==> config.mk <==
export PLATFORM = sky130hd
export DESIGN_NAME = chunked_body_decoder_flat
export DESIGN_NICKNAME = d
export VERILOG_FILES = /design/src/hw/rtl/cbd_pkg.sv /design/src/hw/rtl/cbd_in_if.sv /design/src/hw/rtl/cbd_out_if.sv /design/src/hw/rtl/cbd_in_stage.sv /design/src/hw/rtl/cbd_decode.sv /design/src/hw/rtl/cbd_out_stage.sv /design/src/hw/rtl/chunked_body_decoder.sv /design/src/flat_wrapper.sv
export SDC_FILE = /design/constraint.sdc
export NUM_CORES = 1
export LEC_CHECK = 0
export BUFFER_PORTS_ARGS = -buffer_cell sky130_fd_sc_hd__buf_4
export CORE_ASPECT_RATIO = 0.5
export CORE_MARGIN = 2
export CORE_UTILIZATION = 65
export CTS_CLUSTER_DIAMETER = 80
export DETAILED_ROUTE_END_ITERATION = 7
export PLACE_DENSITY = 0.85
export SLEW_MARGIN = 5
export SYNTH_ARGS = -nofsm -noshare
export SYNTH_HDL_FRONTEND = slang
export SYNTH_SLANG_ARGS = --single-unit
==> constraint.sdc <==
create_clock -name clk_i -period 15.45 [get_ports clk_i]
set_clock_uncertainty 0.1 [all_clocks]
set_input_delay 1.545 -clock clk_i [delete_from_list [all_inputs] [get_ports clk_i]]
set_output_delay 1.545 -clock clk_i [all_outputs]
set_load 0.01 [all_outputs]
==> src/hw/rtl/cbd_pkg.sv <==
// Package for the chunked body decoder: widths, codes, item and result types.
// Used by the channel interfaces and every module of the decoder.
`timescale 1ns / 1ps

package cbd_pkg;

  localparam int unsigned BYTE_W          = 8;
  localparam int unsigned LEN_OUT_W       = 32;
  localparam int unsigned CFG_W           = 32;
  localparam int unsigned SIZE_BITS_DEF   = 32;
  localparam int unsigned LENGTH_BITS_DEF = 32;

  localparam logic [BYTE_W-1:0] CH_LF    = 8'h0A;
  localparam logic [BYTE_W-1:0] CH_CR    = 8'h0D;
  localparam logic [BYTE_W-1:0] CH_TAB   = 8'h09;
  localparam logic [BYTE_W-1:0] CH_SPACE = 8'h20;
  localparam logic [BYTE_W-1:0] CH_SEMI  = 8'h3B;

  typedef enum logic [3:0] {
    PH_SIZE,
    PH_EXT,
    PH_DATA,
    PH_END,
    PH_END_CR,
    PH_TRAILER,
    PH_DONE,
    PH_ERROR
  } phase_e;

  typedef enum logic [1:0] {
    KIND_PAYLOAD = 2'd0,
    KIND_DONE    = 2'd1,
    KIND_ERROR   = 2'd2
  } kind_e;

  typedef enum logic {
    ERR_MALFORMED = 1'b0,
    ERR_TOO_LARGE = 1'b1
  } err_e;

  typedef struct packed {
    logic [BYTE_W-1:0] body_byte;
    logic              new_message;
  } item_t;

  typedef struct packed {
    kind_e                kind;
    logic [BYTE_W-1:0]    payload_byte;
    err_e                 error_kind;
    logic [LEN_OUT_W-1:0] body_length;
  } result_t;

  // {valid, value} of an ASCII hex digit
  function automatic logic [4:0] hex_digit(input logic [BYTE_W-1:0] c);
    logic [4:0] r;
    r = '0;
    if (c inside {[8'h30:8'h39]}) begin
      r = {1'b1, c[3:0]};
    end else if (c inside {[8'h41:8'h46], [8'h61:8'h66]}) begin
      r = {1'b1, c[3:0] + 4'd9};
    end
    return r;
  endfunction

endpackage

==> src/hw/rtl/cbd_in_if.sv <==
// Input channel of the chunked body decoder: valid/ready plus one body byte.
// Depends on cbd_pkg for the byte width.
`timescale 1ns / 1ps

interface cbd_in_if;
  import cbd_pkg::*;

  logic              valid;
  logic              ready;
  logic [BYTE_W-1:0] body_byte;
  logic              new_message;

  modport source (output valid, body_byte, new_message, input ready);
  modport sink   (input valid, body_byte, new_message, output ready);
endinterface

==> src/hw/rtl/cbd_out_if.sv <==
// Result channel of the chunked body decoder: valid/ready plus one result.
// Depends on cbd_pkg for field widths.
`timescale 1ns / 1ps

interface cbd_out_if;
  import cbd_pkg::*;

  logic                 valid;
  logic                 ready;
  logic [1:0]           kind;
  logic [BYTE_W-1:0]    payload_byte;
  logic                 error_kind;
  logic [LEN_OUT_W-1:0] body_length;

  modport source (output valid, kind, payload_byte, error_kind, body_length, input ready);
  modport sink   (input valid, kind, payload_byte, error_kind, body_length, output ready);
endinterface

==> src/hw/rtl/cbd_in_stage.sv <==
// Input register of the chunked body decoder: holds one accepted byte.
// Depends on cbd_pkg and cbd_in_if.
`timescale 1ns / 1ps

module cbd_in_stage (
  input  logic            clk_i,
  input  logic            rst_ni,
  cbd_in_if.sink          body_i,
  input  logic            advance_i,
  output logic            valid_o,
  output cbd_pkg::item_t  item_o
);
  import cbd_pkg::*;

  logic  valid_q;
  item_t item_q;

  assign body_i.ready = !valid_q || advance_i;
  assign valid_o      = valid_q;
  assign item_o       = item_q;

  always_ff @(posedge clk_i or negedge rst_ni) begin
    if (!rst_ni) begin
      valid_q <= 1'b0;
    end else if (body_i.ready) begin
      valid_q <= body_i.valid;
    end
  end

  always_ff @(posedge clk_i) begin
    if (body_i.valid && body_i.ready) begin
      item_q <= '{body_byte: body_i.body_byte, new_message: body_i.new_message};
    end
  end

endmodule

==> src/hw/rtl/cbd_decode.sv <==
// Framing state and single-pass decode of one body byte for the chunked decoder.
// Holds the size limit register. Depends on cbd_pkg.
`timescale 1ns / 1ps

module cbd_decode #(
  parameter int unsigned SIZE_BITS   = cbd_pkg::SIZE_BITS_DEF,
  parameter int unsigned LENGTH_BITS = cbd_pkg::LENGTH_BITS_DEF
) (
  input  logic                         clk_i,
  input  logic                         rst_ni,
  input  logic                         cfg_we_i,
  input  logic [cbd_pkg::CFG_W-1:0]    cfg_wdata_i,
  input  logic                         step_i,
  input  cbd_pkg::item_t               item_i,
  output logic                         emit_o,
  output cbd_pkg::result_t             result_o
);
  import cbd_pkg::*;

  localparam int unsigned LW = (LENGTH_BITS > LEN_OUT_W) ? LENGTH_BITS : LEN_OUT_W;

  logic [CFG_W-1:0]       max_q;
  phase_e                 phase_q, phase_d, phase_c;
  logic [SIZE_BITS-1:0]   size_q, size_d, size_c;
  logic [SIZE_BITS-1:0]   left_q, left_d, left_c;
  logic [LENGTH_BITS-1:0] total_q, total_d, total_c;
  logic                   digit_q, digit_d, digit_c;
  logic                   space_q, space_d, space_c;
  logic                   pcr_q, pcr_d, pcr_c;
  logic                   nonempty_q, nonempty_d, nonempty_c;

  logic [BYTE_W-1:0] c;
  logic [4:0]        hex;
  logic [LW-1:0]     total_ext, total_out_ext;
  logic              over_limit;
  logic              fail, fail_large;

  assign c   = item_i.body_byte;
  assign hex = hex_digit(c);

  // a new message starts from the reset state, the limit stays
  always_comb begin
    if (item_i.new_message) begin
      phase_c    = PH_SIZE;
      size_c     = '0;
      left_c     = '0;
      total_c    = '0;
      digit_c    = 1'b0;
      space_c    = 1'b0;
      pcr_c      = 1'b0;
      nonempty_c = 1'b0;
    end else begin
      phase_c    = phase_q;
      size_c     = size_q;
      left_c     = left_q;
      total_c    = total_q;
      digit_c    = digit_q;
      space_c    = space_q;
      pcr_c      = pcr_q;
      nonempty_c = nonempty_q;
    end
  end

  assign total_ext  = LW'(total_c);
  assign over_limit = (max_q != '0) && (total_ext > LW'(max_q));

  always_comb begin
    phase_d    = phase_c;
    size_d     = size_c;
    left_d     = left_c;
    total_d    = total_c;
    digit_d    = digit_c;
    space_d    = space_c;
    pcr_d      = pcr_c;
    nonempty_d = nonempty_c;
    emit_o     = 1'b0;
    fail       = 1'b0;
    fail_large = 1'b0;
    result_o.kind         = KIND_PAYLOAD;
    result_o.payload_byte = '0;
    result_o.error_kind   = ERR_MALFORMED;

    case (phase_c)
      PH_SIZE, PH_EXT: begin
        if (c == CH_LF) begin
          if (!digit_c) begin
            fail = 1'b1;
          end else if (size_c == '0) begin
            phase_d    = PH_TRAILER;
            pcr_d      = 1'b0;
            nonempty_d = 1'b0;
          end else begin
            left_d  = size_c;
            phase_d = PH_DATA;
          end
        end else if (phase_c == PH_SIZE) begin
          if (c inside {CH_SPACE, CH_TAB, CH_CR}) begin
            if (digit_c) space_d = 1'b1;
          end else if (c == CH_SEMI) begin
            if (!digit_c || space_c) fail = 1'b1;
            else phase_d = PH_EXT;
          end else if (!hex[4] || space_c || (size_c[SIZE_BITS-1 -: 4] != 4'd0)) begin
            fail = 1'b1;
          end else begin
            size_d  = {size_c[SIZE_BITS-5:0], hex[3:0]};
            digit_d = 1'b1;
          end
        end
      end
      PH_DATA: begin
        if (total_c != '1) total_d = total_c + 1'b1;
        left_d = left_c - 1'b1;
        if (left_c == SIZE_BITS'(1)) phase_d = PH_END;
        emit_o                = 1'b1;
        result_o.payload_byte = c;
      end
      PH_END, PH_END_CR: begin
        if (c == CH_LF) begin
          if (over_limit) begin
            fail       = 1'b1;
            fail_large = 1'b1;
          end else begin
            phase_d = PH_SIZE;
            size_d  = '0;
            digit_d = 1'b0;
            space_d = 1'b0;
          end
        end else if (c == CH_CR && phase_c == PH_END) begin
          phase_d = PH_END_CR;
        end else begin
          fail = 1'b1;
        end
      end
      PH_TRAILER: begin
        if (c == CH_LF) begin
          if (!nonempty_c) begin
            phase_d       = PH_DONE;
            emit_o        = 1'b1;
            result_o.kind = KIND_DONE;
          end
          pcr_d      = 1'b0;
          nonempty_d = 1'b0;
        end else if (c == CH_CR) begin
          if (pcr_c) nonempty_d = 1'b1;
          pcr_d = 1'b1;
        end else begin
          nonempty_d = 1'b1;
          pcr_d      = 1'b0;
        end
      end
      default: begin
        // done or error: drop bytes until the next message
      end
    endcase

    if (fail) begin
      phase_d             = PH_ERROR;
      emit_o              = 1'b1;
      result_o.kind       = KIND_ERROR;
      result_o.error_kind = fail_large ? ERR_TOO_LARGE : ERR_MALFORMED;
    end

    // saturate the reported length to the output width
    total_out_ext        = LW'(total_d);
    result_o.body_length = (total_out_ext > LW'({LEN_OUT_W{1'b1}})) ?
                           '1 : total_out_ext[LEN_OUT_W-1:0];
  end

  always_ff @(posedge clk_i or negedge rst_ni) begin
    if (!rst_ni) begin
      max_q      <= '0;
      phase_q    <= PH_SIZE;
      size_q     <= '0;
      left_q     <= '0;
      total_q    <= '0;
      digit_q    <= 1'b0;
      space_q    <= 1'b0;
      pcr_q      <= 1'b0;
      nonempty_q <= 1'b0;
    end else begin
      if (cfg_we_i) max_q <= cfg_wdata_i;
      if (step_i) begin
        phase_q    <= phase_d;
        size_q     <= size_d;
        left_q     <= left_d;
        total_q    <= total_d;
        digit_q    <= digit_d;
        space_q    <= space_d;
        pcr_q      <= pcr_d;
        nonempty_q <= nonempty_d;
      end
    end
  end

endmodule

==> src/hw/rtl/cbd_out_stage.sv <==
// Result register of the chunked body decoder: holds one result until taken.
// Depends on cbd_pkg and cbd_out_if.
`timescale 1ns / 1ps

module cbd_out_stage (
  input  logic              clk_i,
  input  logic              rst_ni,
  input  logic              load_i,
  input  cbd_pkg::result_t  result_i,
  output logic              free_o,
  cbd_out_if.source         result_o
);
  import cbd_pkg::*;

  logic    valid_q;
  result_t data_q;

  assign free_o = !valid_q || result_o.ready;

  assign result_o.valid        = valid_q;
  assign result_o.kind         = data_q.kind;
  assign result_o.payload_byte = data_q.payload_byte;
  assign result_o.error_kind   = data_q.error_kind;
  assign result_o.body_length  = data_q.body_length;

  always_ff @(posedge clk_i or negedge rst_ni) begin
    if (!rst_ni) begin
      valid_q <= 1'b0;
    end else if (free_o) begin
      valid_q <= load_i;
    end
  end

  always_ff @(posedge clk_i) begin
    if (load_i && free_o) begin
      data_q <= result_i;
    end
  end

endmodule

==> src/hw/rtl/chunked_body_decoder.sv <==
// Top level of the chunked transfer-coding body decoder.
// Depends on cbd_pkg, cbd_in_if, cbd_out_if, cbd_in_stage, cbd_decode, cbd_out_stage.
//
// Usage:
//  - body_i carries one raw body byte per transaction; new_message set on a
//    byte restarts decoding from a clean state with that byte.
//  - result_o carries at most one result per byte: a payload byte, body
//    complete with the total length, or an error (malformed or too large).
//  - cfg_we_i/cfg_wdata_i write the body size limit (zero: no limit); write
//    it only while no byte is in flight.
//  - Path: an accepted byte goes into the input register, then through the
//    decode logic into the result register.
//  - Throughput: one byte per cycle while the byte has no result or the result
//    register is free; the decode step that updates the framing state is combinational.
//  - Reset clears the framing state and the limit; the decoder starts at a
//    size line. Nothing needs clearing afterwards.
//  - When the receiver stalls, the result register holds; a byte that has no
//    result still passes, and a byte that has one waits in the input
//    register, which then drops ready.
`timescale 1ns / 1ps

module chunked_body_decoder #(
  parameter int unsigned SIZE_BITS   = cbd_pkg::SIZE_BITS_DEF,
  parameter int unsigned LENGTH_BITS = cbd_pkg::LENGTH_BITS_DEF
) (
  input  logic                      clk_i,
  input  logic                      rst_ni,
  input  logic                      cfg_we_i,
  input  logic [cbd_pkg::CFG_W-1:0] cfg_wdata_i,
  cbd_in_if.sink                    body_i,
  cbd_out_if.source                 result_o
);
  import cbd_pkg::*;

  logic    s1_valid;
  item_t   s1_item;
  logic    emit;
  result_t result;
  logic    out_free;
  logic    advance;

  // a byte without a result never waits on the receiver
  assign advance = s1_valid && (!emit || out_free);

  cbd_in_stage u_in (
    .clk_i     (clk_i),
    .rst_ni    (rst_ni),
    .body_i    (body_i),
    .advance_i (advance),
    .valid_o   (s1_valid),
    .item_o    (s1_item)
  );

  cbd_decode #(
    .SIZE_BITS   (SIZE_BITS),
    .LENGTH_BITS (LENGTH_BITS)
  ) u_decode (
    .clk_i       (clk_i),
    .rst_ni      (rst_ni),
    .cfg_we_i    (cfg_we_i),
    .cfg_wdata_i (cfg_wdata_i),
    .step_i      (advance),
    .item_i      (s1_item),
    .emit_o      (emit),
    .result_o    (result)
  );

  cbd_out_stage u_out (
    .clk_i    (clk_i),
    .rst_ni   (rst_ni),
    .load_i   (advance && emit),
    .result_i (result),
    .free_o   (out_free),
    .result_o (result_o)
  );

endmodule

==> src/flat_wrapper.sv <==
// flat-port wrapper written by rule: the top's interface ports become plain ports
module chunked_body_decoder_flat import cbd_pkg::*;
#(
  parameter int unsigned SIZE_BITS   = cbd_pkg::SIZE_BITS_DEF,
  parameter int unsigned LENGTH_BITS = cbd_pkg::LENGTH_BITS_DEF
)
  (clk_i, rst_ni, cfg_we_i, cfg_wdata_i, body_i_valid, body_i_body_byte, body_i_new_message, body_i_ready, result_o_valid, result_o_kind, result_o_payload_byte, result_o_error_kind, result_o_body_length, result_o_ready);
  cbd_in_if body_i_i ();
  cbd_out_if result_o_i ();
  input  logic clk_i;
  input  logic rst_ni;
  input  logic cfg_we_i;
  input  logic [cbd_pkg::CFG_W-1:0] cfg_wdata_i;
  input wire logic [$bits(body_i_i.valid)-1:0] body_i_valid;
  input wire logic [$bits(body_i_i.body_byte)-1:0] body_i_body_byte;
  input wire logic [$bits(body_i_i.new_message)-1:0] body_i_new_message;
  output wire logic [$bits(body_i_i.ready)-1:0] body_i_ready;
  output wire logic [$bits(result_o_i.valid)-1:0] result_o_valid;
  output wire logic [$bits(result_o_i.kind)-1:0] result_o_kind;
  output wire logic [$bits(result_o_i.payload_byte)-1:0] result_o_payload_byte;
  output wire logic [$bits(result_o_i.error_kind)-1:0] result_o_error_kind;
  output wire logic [$bits(result_o_i.body_length)-1:0] result_o_body_length;
  input wire logic [$bits(result_o_i.ready)-1:0] result_o_ready;
  assign body_i_i.valid = body_i_valid;
  assign body_i_i.body_byte = body_i_body_byte;
  assign body_i_i.new_message = body_i_new_message;
  assign body_i_ready = body_i_i.ready;
  assign result_o_valid = result_o_i.valid;
  assign result_o_kind = result_o_i.kind;
  assign result_o_payload_byte = result_o_i.payload_byte;
  assign result_o_error_kind = result_o_i.error_kind;
  assign result_o_body_length = result_o_i.body_length;
  assign result_o_i.ready = result_o_ready;
  chunked_body_decoder #(.SIZE_BITS(SIZE_BITS), .LENGTH_BITS(LENGTH_BITS)) u_core (.clk_i(clk_i), .rst_ni(rst_ni), .cfg_we_i(cfg_we_i), .cfg_wdata_i(cfg_wdata_i), .body_i(body_i_i), .result_o(result_o_i));
endmodule
==> qor.csv <==
stage,metric,value,unit
status,status,completed,
floorplan,io-pin-count,91,
clocking,h-tree-depth,4,
floorplan,die_w,185.0,microns
layout,diodes,0,
routing,ant_nets,0,
routing,drtIter0Drc,1180,
worst_setup_path,crit_arrival,4970,ps
layout,final_cell_area,12010,sq um
clocking,cts_sinks,190,
clocking,cts-root-buf,clkbuf_16,
floorplan,dieArea,17470,sq um
timing,clock.fmax,151.2,MHz
yosys,synth_top_family_by_area,simple AND/OR/NAND/NOR gates,
yosys,yosysSeqAreaShare,47.13,%
grt,grt-ovfl-total,0,
timing,rsz0062_at_grt,no,
routing,via_count,8949,
timing,max-slew-margin-rel,15.69,%
clocking,cts_tree,yes,
yosys,yosysWarnings,0,
routing,routed_wirelength,27.73,mm
yosys,syn_nets,1134,
place,placed_cell_area,11410,sq um
yosys,synth_ff_type,dfrtp_1,
job,cap_violations,0,
yosys,synth_area_leader_cell,dfrtp_1,
yosys,synthArstFlopShare,72.63,%
yosys,yosysTopAreaCellShare,32.45,%
timing,fin_tns_setup,0,ps
yosys,synth-edff-count,52,
clocking,numCtsBuffers,17,
routing,viasPerCell,6.634,
floorplan,num_rows,32,
place,port_buffers,90,
grt,grt_pass1_wl,44.03,mm
floorplan,initial_utilization,67.80,%
layout,drive_gt1_share,17.02,%
yosys,synth_most_common_cell,dfrtp_1,
timing,tightest_slew,1262,ps
clocking,cts_hold_buf,0,
worst_setup_path,path_class,reg -> out,
layout,area_growth,12.84,%
yosys,synth-simple-area-share,20.00,%
layout,nets,1200,
clocking,cts_setup_buffers,0,
timing,setup_violations,0,
routing,dr.pass1.iters,5,
layout,fill_cells,1042,
yosys,synth_top_cells_by_count,"dfrtp_1 (138), nand2_1 (87), o21ai_0 (72)",
worst_setup_path,critPathRequiredTime,13810,ps
yosys,postSynthCellCount,1049,
routing,drc,0,
grt,grt_util_all_layers,32.77,%
clocking,clockBufferDepth,2,
timing,period_needed,6613,ps
yosys,synth_seq_cells,190,
floorplan,core_area,15700,sq um
yosys,synth_area_leaders,"dfrtp_1 (32%), edfxtp_1 (15%), ha_1 (4.6%), o21ai_0 (3.4%), nand2_1 (3.1%)",
yosys,muxShareOfSynthArea,3.668,%
pwr,ir_drop,0.1305,mV
worst_setup_path,endpoint_kind,output pin,
yosys,netlist_area,10640,sq um
place,dp_hpwl,18.79,mm
yosys,synth-compound-area-share,17.26,%
grt,antenna_found_initial,0,
clocking,clk_latency,440,ps
timing,finalCritPeriodShare,42.81,%
grt,grt_start_max_net_pins,78,
pwr,p_leak,5.215,nW
grt,grt_pass1_vias,8437,
worst_setup_path,cp_max_fo,63,
pwr,powerDensity,144.7,nW/um^2
yosys,yosysUniqueCellTypes,90,
timing,maxSlewViolCount,0,
yosys,syn_area_per_cell,10.14,sq um
hold_path,hp-class,reg -> reg,
place,gp_congestion,0.9727,
worst_setup_path,startpoint_type,flop,
floorplan,die_y,94.48,microns
clocking,cts.repair.resized,0,
clocking,path_clk_slew,80,ps
yosys,synthAdderAreaFrac,4.586,%
timing,final_hold_viol_count,0,
routing,wl_per_cell,20.55,microns
yosys,synth-xor-area-share,3.292,%
registers in the layout, indices dropped and copies added, names as in the netlist, 2 cells and up:
| register | flops |
|---|---|
| u_core.u_decode.left_q | 32 |
| u_core.u_decode.max_q | 32 |
| u_core.u_decode.size_q | 32 |
| u_core.u_decode.total_q | 32 |
| u_core.u_out.result_o.body_length | 32 |
| u_core.u_in.item_o | 9 |
| u_core.u_out.result_o.payload_byte | 8 |
| u_core.u_decode.phase_q | 4 |
| u_core.u_out.result_o.kind | 2 |
final timing paths:
kind	from	endpoint	slack [ps]	depth (start not counted)
worst min-delay path	u_core.u_decode.total_q[26]$_DFFE_PN0N_	u_core.u_decode.total_q[26]$_DFFE_PN0N_	410	1
worst max register to register	u_core.u_in.item_o[0]$_DFFE_PP_	u_core.u_out.result_o.body_length[12]$_DFFE_PP_	10100	13
worst max-delay path	u_core.u_in.item_o[0]$_DFFE_PP_	body_i_ready	8840	13
worst min register to register	u_core.u_decode.total_q[26]$_DFFE_PN0N_	u_core.u_decode.total_q[26]$_DFFE_PN0N_	410	1
min in group asynchronous	rst_ni	u_core.u_decode.size_q[17]$_DFFE_PN0N_	970	1
max in group asynchronous	rst_ni	u_core.u_decode.max_q[29]$_DFFE_PN0P_	12860	2
power by group:
part	switching [mW]	internal, mW
sequential	0.0746	0.610
clock	0.214	0.238
combinational	0.368	0.232
total	0.657	1.08
kinds of logic (layout without fill, tap and decap cells):
kind of cell	Yosys count	in the layout
compound gates	264	264
xor+xnor	40	40
simple gates	382	382
buf+inv	99	178
mux	35	35
fa+ha+maj	39	39
flops	190	190
placed cells by master (no fill, tap or decap), types with 4 or more instances in the layout:
| cell type | instances |
|---|---|
| dfrtp_1 | 138 |
| buf_4 | 96 |
| nand2_1 | 87 |
| o21ai_0 | 72 |
| nor2_1 | 68 |
| a21oi_1 | 55 |
| edfxtp_1 | 52 |
| inv_1 | 48 |
| ha_1 | 39 |
| nor2b_1 | 38 |
| nor3_1 | 31 |
| a22o_1 | 31 |
| mux2_2 | 28 |
| nor4_1 | 26 |
| xnor2_1 | 26 |
| nand3_1 | 25 |
| nand4_1 | 22 |
| clkbuf_16 | 18 |
| o2bb2ai_1 | 16 |
| xor2_1 | 14 |
| o31ai_1 | 12 |
| and2_1 | 11 |
| and4_1 | 10 |
| o22ai_1 | 10 |
| nand2b_1 | 8 |
| and3_1 | 8 |
| or3_1 | 8 |
| a31oi_1 | 8 |
| a22oi_1 | 8 |
| or2_2 | 5 |
| nor4_4 | 4 |
| o21a_1 | 4 |
| a32oi_1 | 4 |
| mux2_1 | 4 |
| clkinv_4 | 4 |
| inv_6 | 4 |
cell type report:
type / instances / area [sq um] / share of cell area (%)
clock buffers: 18 / 450.4 / 3.751
clock inverters: 14 / 143.9 / 1.198
inverters: 49 / 183.9 / 1.532
multi-input cells: 760 / 5206 / 43.36
flip-flops and latches: 190 / 5015 / 41.76
well taps: 221 / 276.5 / 2.303
repair buffers: 97 / 732.0 / 6.096
critical path, cell delays in order (launching register included):
cell	delay, ps
edfxtp_1	340
buf_4	360
buf_4	610
nor2b_1	220
ha_1	350
a21oi_1	230
o21ai_1	130
a2111oi_2	320
a21oi_1	200
o311ai_4	500
nand2_1	270
o21ai_0	630
or2_2	230
buf_4	110
through the flow:
| stage | power, mW | hold slack [ps] | util [%] | setup slack (ps) | cells |
|---|---|---|---|---|---|
| 5_1_grt | 1.817 | 432.8 | 76.51 | 8660 | 1349 |
| 2_1_floorplan | 1.096 | 369.3 | - | 9227 | 1049 |
| 4_1_cts | 1.724 | 411.7 | 76.51 | 8954 | 1349 |
| 6_report | 1.738 | 414.6 | 76.51 | 8837 | 1349 |
| 3_3_place_gp | 1.254 | 391.3 | 72.72 | 9718 | 1317 |
| 3_5_place_dp | 1.276 | 394.7 | 72.72 | 9508 | 1317 |
routing by layer:
layer | track usage [%] | wire length, microns | vias to the layer above
li1 | - | - | 4006
met1 | 45.81 | 11980 | 4391
met2 | 52.59 | 12780 | 474
met3 | 5.823 | 2284 | 78
met4 | 10.78 | 680 | 0
met5 | 0 | 0 | -
(Power assumes the default switching activity.)
